===== config.mk =====
export PLATFORM = sky130hd
export DESIGN_NAME = uart_8n1_transceiver
export DESIGN_NICKNAME = d
export VERILOG_FILES = /design/src/hw/rtl/u8n1_pkg.sv /design/src/hw/rtl/uart_8n1_transceiver.sv /design/src/hw/rtl/u8n1_core.sv
export SDC_FILE = /design/constraint.sdc
export NUM_CORES = 1
export LEC_CHECK = 0
export BUFFER_PORTS_ARGS = -buffer_cell sky130_fd_sc_hd__buf_4
export CAP_MARGIN = 20
export CORE_MARGIN = 10
export CORE_UTILIZATION = 54
export CTS_CLUSTER_DIAMETER = 200
export CTS_CLUSTER_SIZE = 16
export DETAILED_ROUTE_END_ITERATION = 10
export PLACE_DENSITY = 0.76
export SLEW_MARGIN = 20
export SYNTH_ARGS = -nofsm -noshare
export SYNTH_HDL_FRONTEND = slang
export SYNTH_SLANG_ARGS = --single-unit
export TNS_END_PERCENT = 100

===== constraint.sdc =====
create_clock -name clk -period 2.6 [get_ports clk]
set_input_delay 0.13 -clock clk [delete_from_list [all_inputs] [get_ports clk]]
set_output_delay 0.13 -clock clk [all_outputs]
set_load 0.03 [all_outputs]

===== src/hw/rtl/u8n1_pkg.sv =====
// Shared types and constants for the 8N1 UART transceiver.
// No dependencies; imported by u8n1_core and uart_8n1_transceiver.
`default_nettype none

package u8n1_pkg;

  localparam int TICK_W = 16;
  localparam int CFG_IDX_W = 2;

  typedef logic [TICK_W-1:0]    tick_t;
  typedef logic [CFG_IDX_W-1:0] cfg_idx_t;

  localparam cfg_idx_t CFG_BIT_TICKS    = 2'd0;
  localparam cfg_idx_t CFG_FIRST_SAMPLE = 2'd1;

  localparam tick_t BIT_TICKS_RST    = 16'd104;
  localparam tick_t FIRST_SAMPLE_RST = 16'd156;

  // One tick item; rx_line in the lowest bit
  typedef struct packed {
    logic [7:0] tx_byte;
    logic       tx_start;
    logic       rx_line;
  } item_t;

  // One result; tx_line in the lowest bit
  typedef struct packed {
    logic [7:0] rx_data;
    logic       rx_valid;
    logic       rx_busy;
    logic       tx_busy;
    logic       tx_line;
  } result_t;

endpackage

`default_nettype wire


===== src/hw/rtl/uart_8n1_transceiver.sv =====
// UART 8N1 transceiver: one tick item in, one status/result item out per transfer.
// Path from input transfer to out_tdata: input reg, then result reg (via the skid entry on a stall).
// Throughput: 1 item per cycle while the skid entry is free; the core state updates once per item.
// A two-entry output register (result + skid) keeps in_tready off out_tready.
// Reset (rst_n low, synchronous): lines idle, counters cleared, bit_ticks 104,
// first_sample_ticks 156, no result pending.
`default_nettype none

module uart_8n1_transceiver #(
  parameter int DATA_BITS = 8
) (
  input  wire logic                     clk,
  input  wire logic                     rst_n,
  input  wire logic                     in_tvalid,
  output      logic                     in_tready,
  // [0] rx_line, [1] tx_start, [9:2] tx_byte, [15:10] zero
  input  wire logic [15:0]              in_tdata,
  output      logic                     out_tvalid,
  input  wire logic                     out_tready,
  // [0] tx_line, [1] tx_busy, [2] rx_busy, [3] rx_valid, [11:4] rx_data, [15:12] zero
  output      logic [15:0]              out_tdata,
  input  wire logic                     cfg_we,
  input  wire u8n1_pkg::cfg_idx_t       cfg_index,
  input  wire logic [u8n1_pkg::TICK_W-1:0] cfg_wdata
);
  import u8n1_pkg::*;

  tick_t   bit_ticks_r, first_ticks_r;
  item_t   in_d_r;
  logic    in_v_r;
  result_t out_d_r, sk_d_r, core_res;
  logic    out_v_r, sk_v_r;
  logic    step_en;

  always_ff @(posedge clk) begin
    if (!rst_n) begin
      bit_ticks_r   <= BIT_TICKS_RST;
      first_ticks_r <= FIRST_SAMPLE_RST;
    end else if (cfg_we) begin
      case (cfg_index)
        CFG_BIT_TICKS:    bit_ticks_r   <= cfg_wdata;
        CFG_FIRST_SAMPLE: first_ticks_r <= cfg_wdata;
        default: ;
      endcase
    end
  end

  // the held item steps the core whenever the skid slot is free
  assign step_en   = in_v_r && !sk_v_r;
  assign in_tready = !in_v_r || !sk_v_r;

  always_ff @(posedge clk) begin
    if (!rst_n) begin
      in_v_r <= 1'b0;
    end else if (in_tvalid && in_tready) begin
      in_v_r <= 1'b1;
    end else if (step_en) begin
      in_v_r <= 1'b0;
    end
  end

  always_ff @(posedge clk) begin
    if (in_tvalid && in_tready) begin
      in_d_r <= in_tdata[9:0];
    end
  end

  u8n1_core #(
    .DATA_BITS (DATA_BITS)
  ) u_core (
    .clk         (clk),
    .rst_n       (rst_n),
    .step_en     (step_en),
    .item        (in_d_r),
    .bit_ticks   (bit_ticks_r),
    .first_ticks (first_ticks_r),
    .res         (core_res)
  );

  always_ff @(posedge clk) begin
    if (!rst_n) begin
      out_v_r <= 1'b0;
      sk_v_r  <= 1'b0;
    end else if (step_en) begin
      if (out_v_r && !out_tready) begin
        sk_v_r <= 1'b1;
      end else begin
        out_v_r <= 1'b1;
      end
    end else if (!out_v_r || out_tready) begin
      out_v_r <= sk_v_r;
      sk_v_r  <= 1'b0;
    end
  end

  always_ff @(posedge clk) begin
    if (step_en) begin
      if (out_v_r && !out_tready) begin
        sk_d_r <= core_res;
      end else begin
        out_d_r <= core_res;
      end
    end else if ((!out_v_r || out_tready) && sk_v_r) begin
      out_d_r <= sk_d_r;
    end
  end

  assign out_tvalid = out_v_r;
  assign out_tdata  = {4'b0000, out_d_r};

  a_skid_behind_out: assert property (@(posedge clk) disable iff (!rst_n)
    sk_v_r |-> out_v_r)
    else $error("skid entry held with empty output register");

  a_no_step_when_full: assert property (@(posedge clk) disable iff (!rst_n)
    (sk_v_r && !out_tready) |=> sk_v_r && out_v_r)
    else $error("stalled result lost");

  a_step_fills_out: assert property (@(posedge clk) disable iff (!rst_n)
    step_en |=> out_v_r)
    else $error("core step produced no result");

endmodule

`default_nettype wire


===== src/hw/rtl/u8n1_core.sv =====
// Receiver and transmitter state for the 8N1 UART, advanced once per tick.
// Depends on u8n1_pkg.
`default_nettype none

module u8n1_core #(
  parameter int DATA_BITS = 8
) (
  input  wire logic             clk,
  input  wire logic             rst_n,
  input  wire logic             step_en,
  input  wire u8n1_pkg::item_t  item,
  input  wire u8n1_pkg::tick_t  bit_ticks,
  input  wire u8n1_pkg::tick_t  first_ticks,
  output u8n1_pkg::result_t     res
);
  import u8n1_pkg::*;

  localparam int CntW = $clog2(DATA_BITS + 2);

  logic                 rx_active_r, rx_active_nxt;
  tick_t                rx_cnt_r, rx_cnt_nxt;
  logic [CntW-1:0]      rx_left_r, rx_left_nxt;
  logic [DATA_BITS-1:0] rx_shift_r, rx_shift_nxt;
  logic                 rx_valid_nxt;

  logic                 tx_active_r, tx_active_nxt;
  tick_t                tx_cnt_r, tx_cnt_nxt;
  logic [CntW-1:0]      tx_left_r, tx_left_nxt;
  logic [DATA_BITS:0]   tx_shift_r, tx_shift_nxt;
  logic                 tx_level_r, tx_level_nxt;

  logic [DATA_BITS-1:0] tx_data;
  logic [7:0]           rx_byte;

  generate
    if (DATA_BITS >= 8) begin : g_wide
      assign tx_data = DATA_BITS'(item.tx_byte);
      assign rx_byte = rx_shift_nxt[7:0];
    end else begin : g_narrow
      assign tx_data = item.tx_byte[DATA_BITS-1:0];
      assign rx_byte = 8'(rx_shift_nxt);
    end
  endgenerate

  always_comb begin
    rx_active_nxt = rx_active_r;
    rx_cnt_nxt    = rx_cnt_r;
    rx_left_nxt   = rx_left_r;
    rx_shift_nxt  = rx_shift_r;
    rx_valid_nxt  = 1'b0;
    // a count of 0 or 1 means the event is due this tick
    if (rx_active_r) begin
      if (rx_cnt_r > 16'd1) begin
        rx_cnt_nxt = rx_cnt_r - 16'd1;
      end else if (rx_left_r != '0) begin
        rx_shift_nxt = {item.rx_line, rx_shift_r[DATA_BITS-1:1]};
        rx_left_nxt  = rx_left_r - CntW'(1);
        rx_cnt_nxt   = bit_ticks;
      end else begin
        rx_valid_nxt  = 1'b1;
        rx_active_nxt = 1'b0;
      end
    end else if (!item.rx_line) begin
      rx_active_nxt = 1'b1;
      rx_cnt_nxt    = first_ticks;
      rx_left_nxt   = CntW'(DATA_BITS);
    end
  end

  always_comb begin
    tx_active_nxt = tx_active_r;
    tx_cnt_nxt    = tx_cnt_r;
    tx_left_nxt   = tx_left_r;
    tx_shift_nxt  = tx_shift_r;
    tx_level_nxt  = tx_level_r;
    if (tx_active_r) begin
      if (tx_cnt_r > 16'd1) begin
        tx_cnt_nxt = tx_cnt_r - 16'd1;
      end else if (tx_left_r != '0) begin
        tx_level_nxt = tx_shift_r[0];
        tx_shift_nxt = tx_shift_r >> 1;
        tx_left_nxt  = tx_left_r - CntW'(1);
        tx_cnt_nxt   = bit_ticks;
      end else begin
        tx_active_nxt = 1'b0;
        tx_level_nxt  = 1'b1;
      end
    end else if (item.tx_start) begin
      tx_active_nxt = 1'b1;
      tx_level_nxt  = 1'b0;
      tx_shift_nxt  = {1'b1, tx_data};   // stop bit rides above the data
      tx_left_nxt   = CntW'(DATA_BITS + 1);
      tx_cnt_nxt    = bit_ticks;
    end
  end

  always_ff @(posedge clk) begin
    if (!rst_n) begin
      rx_active_r <= 1'b0;
      rx_cnt_r    <= '0;
      rx_left_r   <= '0;
      rx_shift_r  <= '0;
      tx_active_r <= 1'b0;
      tx_cnt_r    <= '0;
      tx_left_r   <= '0;
      tx_level_r  <= 1'b1;
    end else if (step_en) begin
      rx_active_r <= rx_active_nxt;
      rx_cnt_r    <= rx_cnt_nxt;
      rx_left_r   <= rx_left_nxt;
      rx_shift_r  <= rx_shift_nxt;
      tx_active_r <= tx_active_nxt;
      tx_cnt_r    <= tx_cnt_nxt;
      tx_left_r   <= tx_left_nxt;
      tx_level_r  <= tx_level_nxt;
    end
  end

  always_ff @(posedge clk) begin
    if (step_en) begin
      tx_shift_r <= tx_shift_nxt;
    end
  end

  assign res.rx_data  = rx_byte;
  assign res.rx_valid = rx_valid_nxt;
  assign res.rx_busy  = rx_active_nxt;
  assign res.tx_busy  = tx_active_nxt;
  assign res.tx_line  = tx_level_nxt;

  a_tx_idle_high: assert property (@(posedge clk) disable iff (!rst_n)
    !tx_active_r |-> tx_level_r)
    else $error("tx line low while transmitter idle");

  a_rx_valid_ends: assert property (@(posedge clk) disable iff (!rst_n)
    (step_en && rx_valid_nxt) |=> !rx_active_r)
    else $error("receiver still active after completion pulse");

  a_rx_left_range: assert property (@(posedge clk) disable iff (!rst_n)
    rx_left_r <= CntW'(DATA_BITS))
    else $error("rx bit count out of range");

  a_tx_left_range: assert property (@(posedge clk) disable iff (!rst_n)
    tx_left_r <= CntW'(DATA_BITS + 1))
    else $error("tx bit count out of range");

endmodule

`default_nettype wire


* Yosys cells after proc, flatten, opt, wreduce, memory -nomap -nowiden
Cells that the tools add are included.
** Storage, ports and cells
- Output and inout bits :: 18
- Word-level logic and storage cells :: 119
- Bits in registers :: 129
- Input bits :: 39
** Operators by class
- Order comparisons :: 2
- Add/subtract/negate cells :: 4
- Eq/ne operators :: 10
- Mux-type cells :: 49
- Reduce and logical (&&, ||, !) cells :: 27
** Operator list (number)
- 16-bit two-way mux :: 8
- 12-bit two-way mux :: 3
- 9-bit two-way mux :: 4
- 16-bit by 1-bit greater-than comparator with 1-bit output (second input constant) :: 2
- 4-bit two-way mux :: 8
- 16-bit by 1-bit subtractor with 16-bit output (second input constant) :: 2
- 8-bit two-way mux :: 3
- 1-bit two-way mux :: 23
- 2-bit AND reduction :: 6
- 2-bit != test (second input constant) :: 5
- 4-bit AND reduction :: 2
- 2-bit nonzero test :: 4
- 4-bit nonzero test :: 2
- 4-bit by 1-bit subtractor with 4-bit output (second input constant) :: 2
- 3-bit != test (second input constant) :: 2
- 3-bit AND reduction :: 2
- 1-bit logical AND :: 4
- 1-bit logical NOT :: 4
- 2-bit by 1-bit != test with 1-bit output (second input constant) :: 2
- 2-bit by 1-bit == test with 1-bit output (second input constant) :: 1
- 2-bit logical NOT :: 1
- 1-bit logical OR :: 2

* Longest topological paths before layout
Gate-level depths: netlist of the first run.
- Depth in word-level cells :: 6
- Mapped depth :: 9
- Mapped depth without buffers :: 8

* By module
From an unflattened synthesis of the first run, not the netlist that was laid out.
** Second synthesis, totals
- Cell total of the unflattened synthesis :: 662
- Area total of the unflattened synthesis :: 6423.7 um2
** By module, submodules not included
- u8n1_core :: sequential area each 1291.2 um2, cells an instance 463, area an instance 3784.9 um2, instances 1
- uart_8n1_transceiver :: sequential area each 1721.7 um2, cells an instance 199, area an instance 2638.8 um2, instances 1

* Worst setup path before layout of the first run
No wires, ideal clock.
- Path kind :: flip-flop to flip-flop
- Start point :: reg u_core.rx_cnt_r[9]
- End point :: reg out_d_r (netlist bit out_tdata[10]), data pin
- Setup time :: 0.260 ns
- Data arrival time :: 2.272 ns
- Buffers on the path :: 2
- Stages on the path, launching flop included :: 8
- Slack :: 0.068 ns
- Clock period less this slack :: 2.532 ns
- Data required time :: 2.340 ns
- Cells stage by stage :: dfxtp_1 > or4_1 > buf_2 > or2_1 > buf_6 > nor3_4 > mux2_2 > mux2_2
** RTL lines
- from (decl) :: line u8n1_core.sv:21 : tick_t rx_cnt_r, rx_cnt_nxt;
- from (signal assigned) :: line u8n1_core.sv:109 : rx_cnt_r <= rx_cnt_nxt;
- to (signal assigned) :: line uart_8n1_transceiver.sv:101 : out_d_r <= core_res;
- to (signal assigned) :: line uart_8n1_transceiver.sv:104 : out_d_r <= sk_d_r;
- to (decl) :: line uart_8n1_transceiver.sv:31 : result_t out_d_r, sk_d_r, core_res;

* Worst setup path in the final report of the first run
- Start point :: reg u_core.rx_cnt_r[0]
- End point :: reg u_core.rx_cnt_r[12]
** Between the ends
- Longest elaborated chain between the ends :: 3
- Elaborated cells between the ends (all ways) :: 6
- Classes of those cells :: add/sub (1); order compare (1); eq/ne (1); mux (2); reduce/logical (1)
** RTL lines (line)
- 16-bit by 1-bit greater-than comparator with 1-bit output or 16-bit by 1-bit subtractor with 16-bit output (tied branches) :: u8n1_core.sv:53, u8n1_core.sv:54
- 3-bit != test (no line) or 16-bit two-way mux (tied branches)
- 3-bit AND reduction (no line) or 16-bit two-way mux (tied branches)
Parallel ways exist; a longest one is shown, timed or not.
A chain may end at the register's enable or synchronous reset.

==> reports/summary.txt, run 1 <==
Max_slew headroom -> 0.387
DP Area -> 0.00685 mm^2
TritonRoute pass-1 iters -> 5
Sequential power share -> 0.408
Switching Share -> 0.280
Main area contributors after synthesis -> dfxtp_1 27%, edfxtp_1 20%, nand2_1 6.8%
Max-slew violation count -> 0
Initial Util -> 0.553
# fillers -> 914
Final Hold Fails -> 0
Clock power frac -> 0.421
Finished layout cell area -> 0.00772 mm^2
#FFs+latches synth -> 129
Crit. End Element -> flip-flop
Total number of yosys warnings -> 0
Area of the mapped netlist -> 0.00631 mm^2
Area share of the largest cell type after synthesis -> 0.273
Peak VDD IR -> 368 uV
Period utilization -> 0.956
Min cycle time layout -> 2.49 ns
Vias per std cell -> 6.25
Num CTS Buffers -> 17
Hpwl dp -> 11600 um
Die W -> 128 um
Setup Skew -> 0.00861 ns
Worst-Margin Slew -> 0.917 ns
Power Internal -> 0.00396 W
First-pass GRT wire length -> 28000 um
Max_cap viols -> 0
CP Launch Type -> flip-flop
Post-synth EDFFs -> 43
Vias -> 5713
Full die area -> 0.0164 mm^2
Core Rows -> 39
GRT met1 Usage -> 0.276
Status -> completed
CTS Root Buffer Type -> clkbuf_16
Synth area leader -> dfxtp_1
ANT nets after route -> 0
Setup TNS -> 0 ns
RePlAce Congestion -> 0.938
Grt total ovfl -> 0
Syn Area/Cell -> 9.35 um^2
Crit Path Class -> reg2reg
Unique cell type count in the Yosys netlist -> 72
CTS Buffer Depth -> 2
Initial DRC Count -> 815
Total GRT Usage -> 0.210
CTS clk-pin slew, worst paths -> 0.06 ns
GR Util met3 -> 0.0405
Gate Count Post-Synth -> 675
Post-synth ARST share -> 0
Final setup fails -> 0
H-tree Lvls -> 4
Unrepaired setup endpoints after global routing -> false
Layout cells sized above 1 -> 0.203
Comb pwr share -> 0.171
Layout overhead on the synthesized area -> 22.3%
Critical Path Source -> u_core.rx_cnt_r[0]
Initial antenna violation count -> 1
Routed WL -> 17200 um
Static leakage -> 2.89 nW
Worst Hold Class -> in2reg
Die Ht -> 128 um
Worst hold start -> rst_n
IO Count -> 57
Largest net degree at the start of global routing -> 36
Clk_lat worst skew -> 0.41 ns
Top Usage Layer GRT -> met2
Final hold slack -> 0.0264 ns
Nets@finish -> 805
CTS tree -> built
Switching pwr -> 0.00154 W
Clock sink total -> 129
Fmax -> 402 MHz
Met2 Usage GRT -> 0.327
Required @ worst endpoint -> 2.89 ns
Most used DFF post-synth -> dfxtp_1
PortBufs -> 46
DRC Markers -> 0
Vias in the first global route -> 5571
Data arrival, critical path -> 2.77 ns
CP Max Fanout -> 7
Power Dens Cells -> 712 mW/mm^2
RR Startpoint -> u_core.rx_cnt_r[0]
Core ar. -> 0.0114 mm^2
Sequential area share after synthesis -> 0.477
WL per Instance -> 18.9 um
## state kept, by name, indices dropped and copies added (netlist names), 4 cells and up
| register | count |
|---|---|
| bit_ticks_r | 16 |
| first_ticks_r | 16 |
| in_d_r | 10 |
| out_tdata | 12 |
| sk_d_r | 12 |
| u_core.rx_cnt_r | 16 |
| u_core.rx_left_r | 4 |
| u_core.rx_shift_r | 8 |
| u_core.tx_cnt_r | 16 |
| u_core.tx_left_r | 4 |
| u_core.tx_shift_r | 9 |
## final timing paths
check	endpoint	slack, ns	cells past startpoint
max	u_core.rx_cnt_r[12]	0.11	7
max reg2reg	u_core.rx_cnt_r[12]	0.11	7
min reg2reg	first_ticks_r[1]	0.47	2
min	u_core.rx_cnt_r[1]	0.03	2
## stage by stage
step,power [W],util,setup WS (ns),instances
2_1_floorplan,0.00288,-,0.0681,678
3_3_place_gp,0.00314,0.600,0.0895,853
3_5_place_dp,0.00316,0.600,0.0643,853
4_1_cts,0.00548,0.674,0.0382,912
5_1_grt,0.00569,0.676,0.00213,914
6_report,0.00549,0.676,0.115,914
## cell families (layout without fill, tap and decap cells)
kind of cell | Yosys count | count (layout) | share of synthesized area
AOI/OAI and AO/OA | 165 | 165 | 0.175
other | 1 | 5 | 0.000594
and+or+nand+nor | 262 | 262 | 0.203
DFF | 129 | 129 | 0.477
buffers and inverters | 61 | 153 | 0.0464
adders and majority gates | 9 | 9 | 0.0178
xor gates and xnor gates | 8 | 8 | 0.0111
muxes | 40 | 40 | 0.0686
## layer usage
layer / vias to the layer above / wire (um)
li1: 2666 / -
met1: 2717 / 7390
met2: 293 / 8090
met3: 37 / 1350
met4: 0 / 403
met5: - / 0
## cell usage in the layout, fill, tap and decap left out, drive strengths merged, types with 7 or more instances in the layout
cell type	netlist	routed
o22ai	8	8
o21ai	16	16
or4	11	11
mux2	26	26
nand3	24	24
edfxtp	43	43
xnor2	7	7
ha	9	9
dlygate4sd3	0	27
a31oi	10	10
nor3	17	17
a211oi	11	11
or3	9	9
nor2	44	44
clkbuf	30	19
nand2	114	114
buf	16	79
a21oi	59	59
nor4	13	13
dfxtp	86	86
mux2i	14	14
clkinv	1	7
inv	14	15
a211o	8	8
## what timing repair did
item	in CTS	in global routing
endpoints found under the hold margin	42	0
hold buffers	27	0
resized for setup	0	2
buffers inserted	0	1
setup endpoints to repair	0	10
## cell usage after synthesis, drive strengths merged (4+ instances only)
cell type and count:
a211o 8, a211oi 11, a21oi 59, a311oi 6, a31oi 10, buf 16
clkbuf 30, dfxtp 86, edfxtp 43, ha 9, inv 14, mux2 26
mux2i 14, nand2 114, nand3 24, nand4 4, nor2 44, nor3 17
nor3b 4, nor4 13, o211ai 6, o21a 4, o21ai 16, o221a 5
o22ai 8, o31ai 5, o32ai 5, or2 4, or3 9, or4 11
xnor2 7
## layout make-up
class                   count  area [um^2]  area share
diodes                      1         2.50    0.000324
clock buffers              19          433      0.0561
clock inverters            13          139      0.0180
inverters                  15         56.3     0.00729
multi-input cells         488         3020       0.391
flip-flops and latches    129         3010       0.390
well taps                 143          179      0.0232
repair buffers            106          876       0.113
## critical path: stages, from the launching register on
cell      delay, ns
dfxtp_1        0.36
inv_1          0.10
ha_1           0.21
or3b_2         0.52
or3_1          0.44
or3_1          0.37
a211oi_2       0.26
o32ai_1        0.10
## power by group through the flow
stage / clock network [W] / logic, W / registers, W
final: 0.00231 / 0.000940 / 0.00224
after global routing: 0.00241 / 0.00102 / 0.00225
after CTS: 0.00232 / 0.000918 / 0.00224
after detailed placement: 0 / 0.000879 / 0.00228
after global placement: 0 / 0.000863 / 0.00228
after floorplan: 0 / 0.000597 / 0.00229
(Power assumes the default switching activity.)
==> run 2, diff against run 1 <==
Settings changed: CAP_MARGIN 20 to 10, CORE_ASPECT_RATIO set to 1.2.
==> run 2 against run 1 <==
Maximum frequency decreased by 0.30%; first-iteration DRC count fell by 40%; routed wire length rose by 2.2%; clock power increased by 8%; power is 3.6% higher; critical endpoint is now out_tdata[10]; largest cell class unchanged; largest power group unchanged; highest routed layer unchanged.
==> reports/summary.txt, run 2 (same netlist as run 1, synthesis figures left out) <==
Vias per std cell -> 6.06
IO Count -> 57
Most frequent cells in the layout -> 114 x nand2_1, 86 x dfxtp_1, 82 x buf_4
Total GRT Usage -> 0.207
Reg2Reg Depth -> 6
CTS clk-pin slew, worst paths -> 0.06 ns
Reg-to-reg endpoint -> out_tdata[10]
Cell mode on critical path -> mux2_2
Max_cap viols -> 0
Setup TNS -> 0 ns
Clk_lat worst skew -> 0.41 ns
Core ar. -> 0.0115 mm^2
Nets@finish -> 809
Switching Share -> 0.282
Layout overhead on the synthesized area -> 23.8%
Reg2reg setup slack -> 0.11 ns
Period utilization -> 0.959
H-tree Lvls -> 4
Worst hold start -> out_tready
Power Dens Cells -> 728 mW/mm^2
Layout cells sized above 1 -> 0.211
CP Max Fanout -> 8
Comb pwr share -> 0.166
Routed WL -> 17600 um
Peak VDD IR -> 550 uV
CP Launch Type -> flip-flop
CTS Root Buffer Type -> clkbuf_16
Unrepaired setup endpoints after global routing -> false
Largest net degree at the start of global routing -> 42
Critical path's largest stage delay -> 0.58 ns
Max_slew headroom -> 0.417
Delay-heaviest family, CP -> simple AND/OR/NAND/NOR gates
Worst Hold Depth -> 4
DRC Markers -> 0
Hpwl dp -> 11800 um
CTS tree -> built
WL per Instance -> 18.9 um
Data arrival, critical path -> 2.65 ns
Switching pwr -> 0.00160 W
Final setup fails -> 0
Clock power frac -> 0.440
Num CTS Buffers -> 17
Worst Hold Class -> in2reg
Vias -> 5646
ANT nets after route -> 0
Final hold slack -> 0.111 ns
Initial Util -> 0.548
Grt total ovfl -> 0
Max-slew violation count -> 0
CTS Buffer Depth -> 2
Required @ worst endpoint -> 2.76 ns
Commonest non-fill, non-tap cell in the layout -> nand2_1
Hold EP -> out_tvalid
Full die area -> 0.0164 mm^2
Initial antenna violation count -> 0
Min cycle time layout -> 2.49 ns
CP max stage cell -> or4_1
Final Hold Fails -> 0
Initial DRC Count -> 487
Core Rows -> 43
Crit Path Class -> reg2reg
Worst path cell trace -> or4_1, or2_4, nor3_4, buf_12, mux2_2, mux2_2
Static leakage -> 2.94 nW
First-pass GRT wire length -> 28100 um
Worst-Margin Slew -> 0.872 ns
CP bufs+invs -> 1
Ant. Diodes -> 0
Vias in the first global route -> 5486
Power Internal -> 0.00409 W
Die W -> 119 um
Fmax -> 401 MHz
Setup Skew -> 0.00624 ns
Clock sink total -> 129
Status -> completed
Sequential power share -> 0.395
Crit. End Element -> flip-flop
PortBufs -> 46
Die Ht -> 138 um
RR Startpoint -> u_core.rx_cnt_r[9]
TritonRoute pass-1 iters -> 5
RePlAce Congestion -> 0.927
==> run 2: worst max-delay path by stage <==
stage	depth (start not counted)	slack, ns	end	start
after floorplan	7	0.07	out_tdata[10]	u_core.rx_cnt_r[9]
after global placement	5	0.08	out_tdata[11]	u_core.rx_cnt_r[9]
after detailed placement	5	0.05	out_tdata[10]	u_core.rx_cnt_r[9]
after CTS	5	0.02	out_tdata[10]	u_core.rx_cnt_r[9]
after global routing	8	0.03	u_core.rx_shift_r[4]	u_core.rx_cnt_r[9]
final	6	0.11	out_tdata[10]	u_core.rx_cnt_r[9]
==> run 2: cell type report <==
cell class | instances | area [um^2]
Multi-Input combinational cell | 488 | 3020
Tap cell | 157 | 196
Timing Repair Buffer | 110 | 906
Clock buffer | 17 | 425
Sequential cell | 129 | 3010
Inverter | 15 | 56.3
Fill cell | 929 | 3700
Clock inverter | 15 | 195
==> run 2: what timing repair did <==
| action | CTS | global route |
|---|---|---|
| hold buffers | 27 | 0 |
| buffers inserted | 0 | 3 |
| gates resized for setup | 0 | 2 |
| endpoints found under the hold margin | 43 | 0 |
| setup endpoints to repair | 0 | 10 |
==> run 2: power groups by stage <==
| stage | clock network [W] | logic, W | registers [W] |
|---|---|---|---|
| floorplan | 0 | 0.000597 | 0.00229 |
| global placement | 0 | 0.000867 | 0.00228 |
| detailed placement | 0 | 0.000882 | 0.00229 |
| CTS | 0.00252 | 0.000920 | 0.00224 |
| global route | 0.00261 | 0.00101 | 0.00226 |
| finish | 0.00250 | 0.000942 | 0.00225 |
==> run 2: worst reg2reg max path: stages, from the launching register on <==
cell and delay (ns):
dfxtp_1 0.35, or4_1 0.58, or2_4 0.30, nor3_4 0.22, buf_12 0.15, mux2_2 0.35, mux2_2 0.29
==> run 2: through the flow <==
stage,cells,cell area [um^2],utilization,setup WS [ns],power (W)
after floorplan,678,6320,-,0.0681,0.00288
after global placement,869,6880,0.598,0.0787,0.00315
after detailed placement,869,6880,0.598,0.0534,0.00317
after CTS,928,7770,0.675,0.0219,0.00569
after global routing,931,7810,0.679,0.0293,0.00588
final,931,7810,0.679,0.107,0.00569
==> run 2: routing by layer <==
metal / share of wire / wire length (um) / GRT usage / vias to the layer above
met3: 0.069 / 1210 / 0.0424 / 33
li1: - / - / - / 2673
met2: 0.49 / 8550 / 0.336 / 238
met4: 0.022 / 380 / 0.0728 / 0
met1: 0.42 / 7470 / 0.266 / 2702
met5: 0 / 0 / 0 / -
==> run 3, diff against run 2 <==
==> constraint.sdc (replaced) <==
create_clock -name clk -period 2.04 [get_ports clk]
set_input_delay 0.408 -clock clk [delete_from_list [all_inputs] [get_ports clk]]
set_output_delay 0.408 -clock clk [all_outputs]
set_load 0.03 [all_outputs]
==> run 3 against run 2 <==
The run now ends with negative setup slack left; die area is the same; sequential share of layout area is 3.5 points lower; via count up 6.9%; first-iteration DRC count rose by 17%; worst setup slack worse by 0.33 ns; routed wire length up 12%; combinational power increased by 70%; clock power up 24%; register-to-register slack worse by 0.33 ns; power increased by 32%; flip-flop and latch count unchanged; clock skew increased by 0.00052 ns; critical endpoint is now u_core.rx_left_r[0]; largest cell class unchanged.
==> reports/summary.txt, run 3 (same netlist as run 1, synthesis figures left out) <==
Initial Util -> 0.548
CTS Root Buffer Type -> clkbuf_16
Full die area -> 0.0164 mm^2
First-pass GRT wire length -> 31400 um
PortBufs -> 46
Layout Cells excl Fill -> 992
Layout overhead on the synthesized area -> 36.8%
Routed WL -> 19700 um
CTS clk-pin slew, worst paths -> 0.06 ns
Period utilization -> 1.11
Clock sink total -> 129
Initial DRC Count -> 572
CTS Buffer Depth -> 2
Max_slew headroom -> 0.539
Grt total ovfl -> 0
Unrepaired setup endpoints after global routing -> true
Final Worst Setup Slack -> -0.220 ns
Post-place setup slack -> -0.339 ns
Required @ worst endpoint -> 2.39 ns
Core ar. -> 0.0115 mm^2
Core Rows -> 43
Fmax -> 443 MHz
RePlAce Congestion -> 0.959
Crit. End Element -> flip-flop
Peak VDD IR -> 707 uV
Min cycle time layout -> 2.26 ns
Die Ht -> 138 um
Max-slew violation count -> 0
Ant. Diodes -> 0
Placed cell count -> 942
Max_cap viols -> 0
Power Dens Cells -> 873 mW/mm^2
Final hold slack -> 0.159 ns
Total GRT Usage -> 0.234
Worst-Margin Slew -> 0.690 ns
Largest net degree at the start of global routing -> 27
Hpwl dp -> 13300 um
Status -> complete, but fails checks
Vias in the first global route -> 6040
Crit Path Class -> reg2reg
CTS tree -> built
Final setup fails -> 43
IO Count -> 57
Most frequent cells in the layout -> 153 x buf_4, 112 x nand2_1, 81 x dfxtp_1
ANT nets after route -> 0
Static leakage -> 3.37 nW
Die W -> 119 um
CP Launch Type -> flip-flop
TritonRoute pass-1 iters -> 5
Clk_lat worst skew -> 0.42 ns
WL per Instance -> 19.8 um
CP Max Fanout -> 14
Final Hold Fails -> 0
Commonest non-fill, non-tap cell in the layout -> buf_4
Data arrival, critical path -> 2.61 ns
H-tree Lvls -> 4
Setup Skew -> 0.00676 ns
Vias per std cell -> 6.08
Final core utilization -> 0.750
DRC Markers -> 0
Nets@finish -> 870
Hold_buf cts -> 0
Vias -> 6036
Num CTS Buffers -> 17
Initial antenna violation count -> 0
Layout cells sized above 1 -> 0.354
Worst Hold Class -> in2reg
Failing checks -> negative setup slack
run 3: cell count changes in the layout (fill, tap and decap cells not counted), moves of 5 or more:
cell / before / now
buf_6: 0 / 11
mux2_4: 0 / 11
a21oi_2: 0 / 5
dfxtp_1: 86 / 81
mux2_2: 26 / 15
buf_4: 82 / 153
a21oi_1: 59 / 54
dlygate4sd3_1: 27 / 0
run 3: worst max-delay path: stages (launching register included):
cell	delay (ns)
dfxtp_1	0.31
or4_4	0.53
or2_4	0.26
buf_4	0.15
buf_12	0.14
nor4_4	0.25
buf_6	0.20
buf_6	0.10
o21ai_0	0.08
a21oi_1	0.16
run 3: final cells by class:
cell class,count,area (um^2)
Clock inverter,15,173
Fill cell,848,2880
Tap cell,157,196
Clock buffer,17,425
Sequential cell,129,3020
Multi-Input combinational cell,489,3350
Timing Repair Buffer,170,1410
Inverter,15,61.3
run 3: metal layers:
layer	vias up	share of wire	GRT usage
met4	0	0.031	0.102
met2	240	0.50	0.394
li1	2803	-	-
met1	2937	0.40	0.283
met3	56	0.065	0.0481
met5	-	0	0
run 3: where the power goes:
group,switching (W),internal (W)
registers,0.0000788,0.00277
logic,0.000880,0.000721
clock network,0.00125,0.00184
total,0.00221,0.00533
run 3: metrics by stage:
stage / instance area (um^2) / power [W] / setup TNS, ns
global placement: 7570 / 0.00426 / -7.03
global route: 8630 / 0.00779 / -9.94
detailed placement: 7570 / 0.00428 / -8.74
finish: 8630 / 0.00754 / -5.43
CTS: 8400 / 0.00742 / -4.09
floorplan: 6410 / 0.00370 / -8.60
run 3: final timing paths:
path                        from                   to  slack (ns)  cells past startpoint
min                  in_tdata[2]            in_d_r[2]        0.16                      1
max          u_core.rx_cnt_r[11]  u_core.rx_left_r[0]       -0.22                      9
max reg2reg  u_core.rx_cnt_r[11]  u_core.rx_left_r[0]       -0.22                      9
min reg2reg     first_ticks_r[9]     first_ticks_r[9]        0.46                      2
run 3: timing repair:
item / in CTS / in global routing
gates resized for setup: 34 / 44
pin swaps: 9 / 8
endpoints found under the setup margin: 72 / 69
gates cloned: 2 / 1
buffers inserted: 8 / 7
